**config.mk**
```make
export PLATFORM = sky130hd
export DESIGN_NAME = vs_div_cell
export DESIGN_NICKNAME = d
export VERILOG_FILES = /design/src/hdl/vs_pkg.sv /design/src/hdl/vs_div_cell.sv
export SDC_FILE = /design/constraint.sdc
export NUM_CORES = 1
export LEC_CHECK = 0
export ABC_AREA = 1
export BUFFER_PORTS_ARGS = -buffer_cell sky130_fd_sc_hd__buf_2
export CORE_UTILIZATION = 58
export CTS_BUF_LIST = sky130_fd_sc_hd__clkbuf_8 sky130_fd_sc_hd__clkbuf_16
export DETAILED_ROUTE_END_ITERATION = 10
export PLACE_DENSITY = 0.83
export SYNTH_ARGS = -nofsm -noshare
export SYNTH_HDL_FRONTEND = slang
export SYNTH_SLANG_ARGS = --single-unit
```
**constraint.sdc**
```tcl
create_clock -name clk -period 5.25 [get_ports clk]
set_input_delay 1.05 -clock clk [delete_from_list [all_inputs] [get_ports clk]]
set_output_delay 1.05 -clock clk [all_outputs]
set_load 0.02 [all_outputs]
```
**src/hdl/vs_pkg.sv**
```systemverilog
`timescale 1ns / 1ps
// Shared constants, types and helper functions for the vector slerp pipeline.
package vs_pkg;

	localparam int FRAC_BITS    = 14;
	localparam int ONE          = 1 << FRAC_BITS;
	localparam int ANG_BITS     = 30;
	localparam int CORDIC_STEPS = 30;
	localparam int CORDIC_W     = 34;
	localparam int ROOT_W       = ANG_BITS + 1;
	localparam int SQ_STEPS     = ROOT_W;
	localparam int REM_W        = 2 * ROOT_W;
	localparam int NUM_W        = 52;
	localparam int QUO_W        = 18;
	localparam int DIV_STEPS    = QUO_W;
	localparam int PROD_W       = CORDIC_W + 16;
	localparam int WP_W         = CORDIC_W + 17;
	localparam int THR_W        = 15;
	localparam logic [THR_W-1:0] THRESH_RESET = 15'd16376;
	localparam logic [CORDIC_W-1:0] INV_GAIN  = 34'd652032874;

	typedef logic signed [15:0]          comp_t;
	typedef logic signed [16:0]          wcomp_t;
	typedef logic signed [CORDIC_W-1:0]  cw_t;

	// Per-item context that rides alongside the cell chains.
	typedef struct packed {
		comp_t [2:0]       s;
		wcomp_t [2:0]      e;
		logic [14:0]       t;
		comp_t [2:0]       lin_res;
		logic              linear;
		logic [ROOT_W-1:0] big_d;
		logic [ROOT_W-1:0] sin_th;
	} ctx_t;

	// CORDIC step angle in Q30: arctangent table for the first ten, then 2^-i.
	function automatic cw_t step_angle(input logic [4:0] idx);
		cw_t a;
		case (idx)
			5'd0: a = 34'sd843314857;
			5'd1: a = 34'sd497837829;
			5'd2: a = 34'sd263043837;
			5'd3: a = 34'sd133525159;
			5'd4: a = 34'sd67021687;
			5'd5: a = 34'sd33543516;
			5'd6: a = 34'sd16775851;
			5'd7: a = 34'sd8388437;
			5'd8: a = 34'sd4194283;
			5'd9: a = 34'sd2097149;
			default: a = cw_t'({{(CORDIC_W-1){1'b0}}, 1'b1} << (5'(ANG_BITS) - idx));
		endcase
		return a;
	endfunction

	function automatic comp_t sat16(input logic signed [20:0] v);
		comp_t r;
		if (v > 21'sd32767) begin
			r = 16'sh7FFF;
		end else if (v < -21'sd32768) begin
			r = 16'sh8000;
		end else begin
			r = v[15:0];
		end
		return r;
	endfunction

endpackage

```
**src/hdl/vs_div_cell.sv**
```systemverilog
`timescale 1ns / 1ps
// One quotient bit of a pipelined restoring divider.
module vs_div_cell (
	input  logic                      clk,
	input  logic                      en,
	input  logic [4:0]                sh,
	input  logic [vs_pkg::ROOT_W-1:0] den,
	input  logic [vs_pkg::NUM_W-1:0]  rem_in,
	input  logic [vs_pkg::QUO_W-1:0]  quo_in,
	output logic [vs_pkg::NUM_W-1:0]  rem_q,
	output logic [vs_pkg::QUO_W-1:0]  quo_q
);
	import vs_pkg::*;

	logic [NUM_W-1:0] dsh;
	logic             take;

	always_comb begin
		dsh  = {{(NUM_W-ROOT_W){1'b0}}, den} << sh;
		take = rem_in >= dsh;
	end

	always_ff @(posedge clk) begin
		if (en) begin
			rem_q <= take ? rem_in - dsh : rem_in;
			quo_q <= take ? quo_in | ({{(QUO_W-1){1'b0}}, 1'b1} << sh) : quo_in;
		end
	end

endmodule

```
==> run_results.csv <==
group,metric,value,unit
outcome,outcome,"completed",
drt,wl_per_cell,16.2,um
finish,post-route-util,68.9,%
critical_path,critPathKind,"in2reg",
synthesis,ys.flop_type,"edfxtp_1",
placed_design,dpl.cell_count,2065,
synthesis,ys_warn_count,0,
finish,stdcell_count,2081,
cts,htree_levels,3,
critical_path,cp_max_fo,67,
synthesis,async_flop_share,0,%
grt,antenna_found_initial,0,
critical_path,endpoint_kind,"register",
synthesis,ys_seq_area_share,21.6,%
synthesis,synth_edf_count,70,
timing,whs,941,ps
power_and_ir_drop,power_density,260,nW/um2
drt,first_iter_violations,1185,
finish,drive_gt1_share,14.4,%
placed_design,place.gp.congestion,1.02,
die,fp.dieW,131,um
finish,synthToLayoutAreaGrowth,14.2,%
timing,setup_viol,0,
synthesis,synth_seq_cells,70,
die,chipHeight,131,um
synthesis,ys_types,44,
die,die-area,17300,um2
critical_path,start_kind,"input port",
timing,hold_violations,0,
cts,root_buffer,"clkbuf_16",
hold_path,hold_path_class,"in2reg",
drt,vias,11400,
timing,setup_tns,0,ps
cts,clock_path_buffers,2,
finish,diodes,0,
cts,cts_resized,0,
grt,grt_pass1_wl,52800,um
finish,nFillCells,1477,
timing,fin_crit_sh,89.2,%
die,initial_core_util,60.3,%
placed_design,port_buffers,177,
drt,via_per_inst,5.47,
drt,ant_nets,0,
run,cap_violations,0,
synthesis,avgSynthCellArea,5.70,um2
cts,clock-sinks,70,
timing,report.final.slew_viol_count,0,
cts,post-cts-setup-buffer-count,0,
power_and_ir_drop,ir_drop,182,uV
critical_path,worstPathRequired,5340,ps
grt,grt_use_total,39.1,%
timing,worst_slew_pin_slew,754,ps
synthesis,synth_nets,1867,
grt,first_global_vias,10200,
cts,cts.clk_slew.worst_paths,60,ps
timing,grt_setup_unrepaired,"no",
cts,cts_tree,"built",
finish,multiInputGateArea,6160,um2
finish,final_nets,2022,
placed_design,dpl_cell_area,10800,um2
die,rows,46,
timing,max_freq,0.213,GHz
die,io_pins,178,
grt,grt_max_degree,68,
synthesis,syn_inst,1705,
finish,seq_area,2100,um2
power_and_ir_drop,leakagePower,0.00633,uW
synthesis,syn_area,9720,um2
die,core,16100,um2
cts,ctsHoldBuffers,0,
drt,wirelength,33800,um
critical_path,crit_arrival,4770,ps
timing,fin_crit,4680,ps
placed_design,dpl.hpwl,28400,um
grt,grt.overflow.total,0,
drt,drtPass1Iterations,6,
finish,postLayoutCellArea,11100,um2
drt,drc,0,
timing,relSlewSlack,49.8,%
cts,numCtsBuffers,9,
-- final timing paths --
check  startpoint        to  slack [ps]  depth (start not counted)
max         sh[0]  rem_q[2]         570                         19
min     quo_in[3]  quo_q[3]         940                          2
-- cells in the mapped netlist (2+ instances only) --
cell / instances / area (um2)
a21o_1: 10 / 75.1
a21oi_1: 30 / 150
a22oi_1: 2 / 15.0
a31oi_1: 5 / 31.3
and2_1: 3 / 18.8
buf_1: 8 / 30.0
buf_2: 13 / 65.1
buf_4: 3 / 22.5
buf_6: 3 / 33.8
clkbuf_1: 25 / 93.8
clkinv_1: 2 / 7.51
edfxtp_1: 70 / 2100
ha_1: 53 / 663
inv_1: 306 / 1150
inv_2: 16 / 60.1
mux2i_1: 4 / 40.0
nand2_1: 672 / 2520
nand2_2: 4 / 25.0
nand3_1: 113 / 566
nand3b_1: 14 / 105
nand4_1: 33 / 206
nor2_1: 103 / 387
nor2_2: 10 / 62.6
nor2_4: 4 / 45.0
nor3_1: 6 / 30.0
nor4_1: 3 / 18.8
o211ai_1: 4 / 30.0
o21a_1: 8 / 60.1
o21ai_0: 107 / 536
o21ai_1: 3 / 15.0
o21bai_1: 5 / 37.5
o22ai_1: 5 / 31.3
or2_1: 4 / 25.0
or2_2: 18 / 113
xor2_1: 27 / 236
-- critical path: stages --
cell and delay, ps:
buf_2 150, inv_2 340, nand2_1 140, nand3_1 100, o21ai_0 120, o21ai_0 280
o21ai_0 190, or2_2 360, ha_1 360, nand2_1 90, inv_1 80, nand2_1 100
nor3_1 260, nand3_1 170, nand3b_2 220, nand2_4 80, nand3_4 200, buf_12 270
o21ai_0 140
-- flip-flops by register name, summed over array words and instances, names as in the netlist --
name   cells
quo_q     18
rem_q     52
-- layout make-up --
class / instances / share of cell area [%]
clock buffers: 9 / 2.03
clock inverters: 7 / 0.800
well taps: 216 / 2.43
inverters: 324 / 11.0
repair buffers: 196 / 9.38
multi-input cells: 1259 / 55.5
flip-flops and latches: 70 / 18.9
-- cell usage in the layout, fill, tap and decap left out, types with 27 or more instances in the layout --
cell / instances
inv_1: 306
nand2_1: 672
buf_2: 177
ha_1: 53
a21oi_1: 30
nand4_1: 33
o21ai_0: 107
nand3_1: 113
nor2_1: 103
xor2_1: 27
edfxtp_1: 70
-- where the power goes --
part	total, uW	switching [uW]	internal [uW]
clock	675	262	413
sequential	759	19.3	740
combinational	1450	993	460
-- layer usage --
metal	up-vias	part of all wire [%]	track usage (%)
li1	5627	-	-
met2	627	45	62.7
met3	70	9.3	6.02
met1	5063	42	51.7
met4	0	3.6	17.4
met5	-	0	0
-- stage by stage --
step / power [uW] / setup WS, ps
floorplan: 1750 / 1180
global placement: 2170 / 368
detailed placement: 2180 / 320
CTS: 2860 / 653
global route: 3060 / 296
finish: 2890 / 566
-- cells by family (layout without fill, tap and decap cells) --
family / after synthesis / after routing / synth area share [%]
simple gates: 993 / 993 / 43.1
buf+inv: 376 / 536 / 15.0
compound gates: 180 / 180 / 10.3
flops: 70 / 70 / 21.6
fa+ha+maj: 54 / 54 / 7.03
xor+xnor: 28 / 28 / 2.52
mux: 4 / 4 / 0.412
(Power assumes the default switching activity.)
