===== src/hdl/vs_pkg.sv =====
`timescale 1ns / 1ps
// Shared constants, types and helper functions for the vector slerp pipeline.
package vs_pkg;

	localparam int FRAC_BITS    = 14;
	localparam int ONE          = 1 << FRAC_BITS;
	localparam int ANG_BITS     = 30;
	localparam int CORDIC_STEPS = 30;
	localparam int CORDIC_W     = 34;
	localparam int ROOT_W       = ANG_BITS + 1;
	localparam int SQ_STEPS     = ROOT_W;
	localparam int REM_W        = 2 * ROOT_W;
	localparam int NUM_W        = 52;
	localparam int QUO_W        = 18;
	localparam int DIV_STEPS    = QUO_W;
	localparam int PROD_W       = CORDIC_W + 16;
	localparam int WP_W         = CORDIC_W + 17;
	localparam int THR_W        = 15;
	localparam logic [THR_W-1:0] THRESH_RESET = 15'd16376;
	localparam logic [CORDIC_W-1:0] INV_GAIN  = 34'd652032874;

	typedef logic signed [15:0]          comp_t;
	typedef logic signed [16:0]          wcomp_t;
	typedef logic signed [CORDIC_W-1:0]  cw_t;

	// Per-item context that rides alongside the cell chains.
	typedef struct packed {
		comp_t [2:0]       s;
		wcomp_t [2:0]      e;
		logic [14:0]       t;
		comp_t [2:0]       lin_res;
		logic              linear;
		logic [ROOT_W-1:0] big_d;
		logic [ROOT_W-1:0] sin_th;
	} ctx_t;

	// CORDIC step angle in Q30: arctangent table for the first ten, then 2^-i.
	function automatic cw_t step_angle(input logic [4:0] idx);
		cw_t a;
		case (idx)
			5'd0: a = 34'sd843314857;
			5'd1: a = 34'sd497837829;
			5'd2: a = 34'sd263043837;
			5'd3: a = 34'sd133525159;
			5'd4: a = 34'sd67021687;
			5'd5: a = 34'sd33543516;
			5'd6: a = 34'sd16775851;
			5'd7: a = 34'sd8388437;
			5'd8: a = 34'sd4194283;
			5'd9: a = 34'sd2097149;
			default: a = cw_t'({{(CORDIC_W-1){1'b0}}, 1'b1} << (5'(ANG_BITS) - idx));
		endcase
		return a;
	endfunction

	function automatic comp_t sat16(input logic signed [20:0] v);
		comp_t r;
		if (v > 21'sd32767) begin
			r = 16'sh7FFF;
		end else if (v < -21'sd32768) begin
			r = 16'sh8000;
		end else begin
			r = v[15:0];
		end
		return r;
	endfunction

endpackage


===== src/hdl/vs_sqrt_cell.sv =====
`timescale 1ns / 1ps
// One bit of a pipelined restoring integer square root.
module vs_sqrt_cell (
	input  logic                       clk,
	input  logic                       en,
	input  logic [4:0]                 sh,
	input  logic [vs_pkg::REM_W-1:0]   rem_in,
	input  logic [vs_pkg::ROOT_W-1:0]  root_in,
	output logic [vs_pkg::REM_W-1:0]   rem_q,
	output logic [vs_pkg::ROOT_W-1:0]  root_q
);
	import vs_pkg::*;

	logic [REM_W-1:0] inc;
	logic             take;

	// (r + 2^b)^2 - r^2 = r*2^(b+1) + 2^(2b)
	always_comb begin
		inc  = ({{ROOT_W{1'b0}}, root_in} << ({1'b0, sh} + 6'd1))
			| ({{(REM_W-1){1'b0}}, 1'b1} << ({1'b0, sh} << 1));
		take = rem_in >= inc;
	end

	always_ff @(posedge clk) begin
		if (en) begin
			rem_q  <= take ? rem_in - inc : rem_in;
			root_q <= take ? root_in | ({{(ROOT_W-1){1'b0}}, 1'b1} << sh) : root_in;
		end
	end

endmodule


===== config.mk =====
export PLATFORM = sky130hd
export DESIGN_NAME = vs_sqrt_cell
export DESIGN_NICKNAME = d
export VERILOG_FILES = /design/src/hdl/vs_pkg.sv /design/src/hdl/vs_sqrt_cell.sv
export SDC_FILE = /design/constraint.sdc
export NUM_CORES = 1
export LEC_CHECK = 0
export BUFFER_PORTS_ARGS = -buffer_cell sky130_fd_sc_hd__buf_2
export CAP_MARGIN = 20
export CORE_MARGIN = 3
export CORE_UTILIZATION = 40
export CTS_CLUSTER_SIZE = 24
export DETAILED_ROUTE_END_ITERATION = 12
export RECOVER_POWER = 25
export SLEW_MARGIN = 0
export SYNTH_ARGS = -nofsm -noshare
export SYNTH_HDL_FRONTEND = slang
export SYNTH_SLANG_ARGS = --single-unit
export TNS_END_PERCENT = 5

===== constraint.sdc =====
create_clock -name clk -period 5.1 [get_ports clk]
set_input_delay 0 -clock clk [delete_from_list [all_inputs] [get_ports clk]]
set_output_delay 0 -clock clk [all_outputs]
set_load 0.005 [all_outputs]

==> results.py <==
metrics = {
    "cells_and_area": {
        "regArea_sq_um": 2790,
        "multiInputGateArea_sq_um": 7290,
        "fillers": 2343,
        "n_antenna_cell": 0,
        "post-route-cell-area_sq_um": 14200,
        "nNetsFinal": 1831,
        "drive_gt1_share_pct": 33.3,
        "area_delta_synth_final_pct": 33.9,
    },
    "synthesis": {
        "synthMuxAreaShare_pct": 9.05,
        "synth-async-reset-ratio_pct": 0,
        "synth_ff_type": "edfxtp_1",
        "synth_edf_count": 93,
        "synth_seq_area_share_pct": 26.3,
        "ys_ff_latch": 93,
        "avgSynthCellArea_sq_um": 8.42,
        "synth_compound_area_share_pct": 26.8,
        "synthTopCellsByCount": "nand2_1, nor2_1, a21oi_1",
        "syn-num-nets": 1431,
        "synth.most_common_cell": "nand2_1",
        "synth.area.top_cells": "edfxtp_1, ha_1, nand2_1",
        "ys_warn_count": 0,
        "syn_inst": 1261,
        "synth_simple_gate_area_share_pct": 20.0,
        "yosysTopAreaCell": "edfxtp_1",
        "synth_area_sq_um": 10600,
        "synth_top_area_share_pct": 26.3,
        "synth_xor_area_share_pct": 4.04,
        "synthAdderAreaFrac_pct": 8.32,
        "synth_top_family_by_area": "compound AO/OA/AOI/OAI gates",
        "synth_cell_type_count": 79,
    },
    "run_status": {
        "outcome": "complete, but fails checks",
        "violations": "max-capacitance violations, max-slew violations",
    },
    "global_route": {
        "grt_overflow_total": 0,
        "grt_max_degree": 94,
        "grt_pass1_wl_mm": 65.1,
        "grt_pass1_vias": 11400,
        "track_usage_pct": 29.1,
        "antenna_found_initial": 0,
    },
    "sta": {
        "period_minus_slack_ns": 4.88,
        "holdWs_ns": 0.000978,
        "hold_violations": 0,
        "setup_viol_count_final": 0,
        "maxSlewViolCount": 96,
        "final.period_utilization_pct": 95.6,
        "max_freq_ghz": 0.205,
        "worstMarginPinSlew_ns": 2.60,
        "rsz0062_at_grt": "no",
        "setup_tns_ns": 0,
        "relSlewSlack_pct": -73.2,
    },
    "min_path": {
        "hold_depth": 3,
        "hold-path-endpoint": "rem_q[17]",
        "hp-start": "rem_in[17]",
        "hp-class": "in2reg",
    },
    "die": {
        "start_util_pct": 41.4,
        "coreArea_sq_um": 25600,
        "rows": 58,
        "io_pins": 193,
        "die-area_sq_um": 28500,
        "dieHeight_um": 169,
        "dieWidth_um": 169,
    },
    "placed_design": {
        "placed_area_sq_um": 13200,
        "globalplace.congestion": 0.991,
        "hpwl_mm": 34.2,
        "numPortBuffers": 192,
    },
    "worst_setup_path": {
        "cp_max_fo": 15,
        "cp_cell_sequence": "buf_2, inv_1, ha_1, buf_4, buf_4, mux4_2, mux2i_1, a21oi_1, nor2_1, nor2_1, a222oi_1, buf_4, ha_1, inv_1, o21bai_1, a21o_1, a21oi_1, o21ai_1, nor2_2, buf_16, nor3_2, buf_4, a31o_2",
        "cp_common_cell": "buf_4",
        "critical_path_class": "in2reg",
        "cp.arrival_ns": 5.00,
        "end_kind": "flip-flop",
        "start_kind": "input port",
        "cpPeakStageDelay_ns": 0.56,
        "worst_path_max_delay_cell": "a222oi_1",
        "crit_required_ns": 5.22,
    },
    "clock_network": {
        "cts_buffers": 9,
        "tritoncts": "built",
        "clk_path_buf_depth": 2,
        "clkSinkCount": 93,
        "clk_pin_slew_ns": 0.08,
        "cts-root-buf": "clkbuf_16",
        "postCtsSetupRepairBufs": 0,
        "h-tree-depth": 3,
    },
    "detailed_routing": {
        "vias": 11600,
        "wl_per_cell_um": 21.3,
        "wl_mm": 42.6,
        "first_pass_iters": 8,
        "drc": 0,
        "ant_nets": 0,
        "drtIter0Drc": 986,
        "avgViaCountPerCell": 5.82,
    },
    "power_and_ir_drop": {
        "powerDensity_nw_per_um2": 293,
        "irDropWorstVdd_uv": 139,
        "power.leakage_nw": 6.28,
    },
    "run": {
        "cap_violations": 2,
    },
}
routing by layer:
metal  part of all wire, %  wire length (um)  GRT usage (%)  vias up
met5                     0                 0              0        -
met2                    46             19600           47.4      530
met4                   3.5              1500           10.3        0
met3                   6.8              2910           3.53       93
met1                    44             18600           40.0     5470
li1                      -                 -              -     5522
cells in the final DEF (no fill, tap or decap), types with 6 or more instances in the layout:
cell type / count
a211oi_1: 12
a21o_1: 55
a21oi_1: 105
a21oi_2: 36
a22oi_1: 16
a31o_2: 12
a31oi_1: 12
and2_1: 9
and3_1: 8
and4_1: 11
buf_12: 6
buf_2: 191
buf_4: 203
clkbuf_16: 9
dlygate4sd3_1: 70
edfxtp_1: 93
ha_1: 69
inv_1: 29
mux2_2: 8
mux2i_1: 30
mux4_2: 24
nand2_1: 148
nand2b_1: 11
nand3_1: 24
nand4_1: 26
nor2_1: 119
nor2_2: 30
nor2b_1: 11
nor3_1: 27
nor4_1: 6
o211ai_1: 7
o21a_1: 13
o21ai_0: 72
o21ai_1: 10
o21bai_1: 13
o22ai_1: 6
xnor2_1: 23
xor2_1: 23
worst max-delay path by stage:
stage,from,endpoint,slack [ns],depth (start not counted)
3_3_place_gp,sh[0],root_q[4],-0.57,23
3_5_place_dp,sh[0],rem_q[57],-0.28,25
2_1_floorplan,sh[0],rem_q[36],0.32,24
4_1_cts,sh[0],rem_q[57],0.10,25
5_1_grt,sh[0],rem_q[57],0.01,21
6_report,sh[0],root_q[6],0.22,23
cells by family after synthesis:
group | Yosys count
fa+ha+maj | 70
flops | 93
buf+inv | 115
compound gates | 423
mux | 64
simple gates | 447
xor+xnor | 49
critical path: cells and delay by family:
family / cells / cell delay, ns
adder cells (fa/ha/maj): 2 / 0.51
buffers and inverters: 8 / 1.30
AND/OR/NAND/NOR: 4 / 0.73
AO/OA/AOI/OAI: 7 / 1.61
multiplexers: 2 / 0.83
stage by stage:
step           util [%]  total power (W)  worst slack [ns]  std cells
2_1_floorplan         -          0.00247             0.322       1261
3_3_place_gp       51.5          0.00341            -0.574       1908
3_5_place_dp       51.6          0.00342            -0.280       1909
4_1_cts            55.4          0.00415             0.104       1995
5_1_grt            55.5          0.00443           0.00988       1996
6_report           55.5          0.00417             0.224       1996
power by group:
group / switching [W] / internal [W] / total (W)
clock: 0.000343 / 0.000334 / 0.000677
combinational: 0.00136 / 0.00108 / 0.00244
sequential: 0.0000292 / 0.00102 / 0.00105
cell type report:
cell class | count | share of cell area, %
multi-input combinational | 1053 | 51.2
timing repair buffer | 473 | 23.5
sequential | 93 | 19.6
tap | 330 | 2.90
clock buffer | 9 | 1.58
inverter | 31 | 0.818
clock inverter | 7 | 0.352
timing repair:
item,4_1_cts,5_1_grt
endpoints found under the setup margin,0,13
hold endpoints to repair,70,0
gates resized for setup,0,4
hold buffers,70,0
state kept, by name, summed over array words and instances, names as in the netlist:
| register | count |
|---|---|
| rem_q | 62 |
| root_q | 31 |
Power figures use the tool's default switching activity.
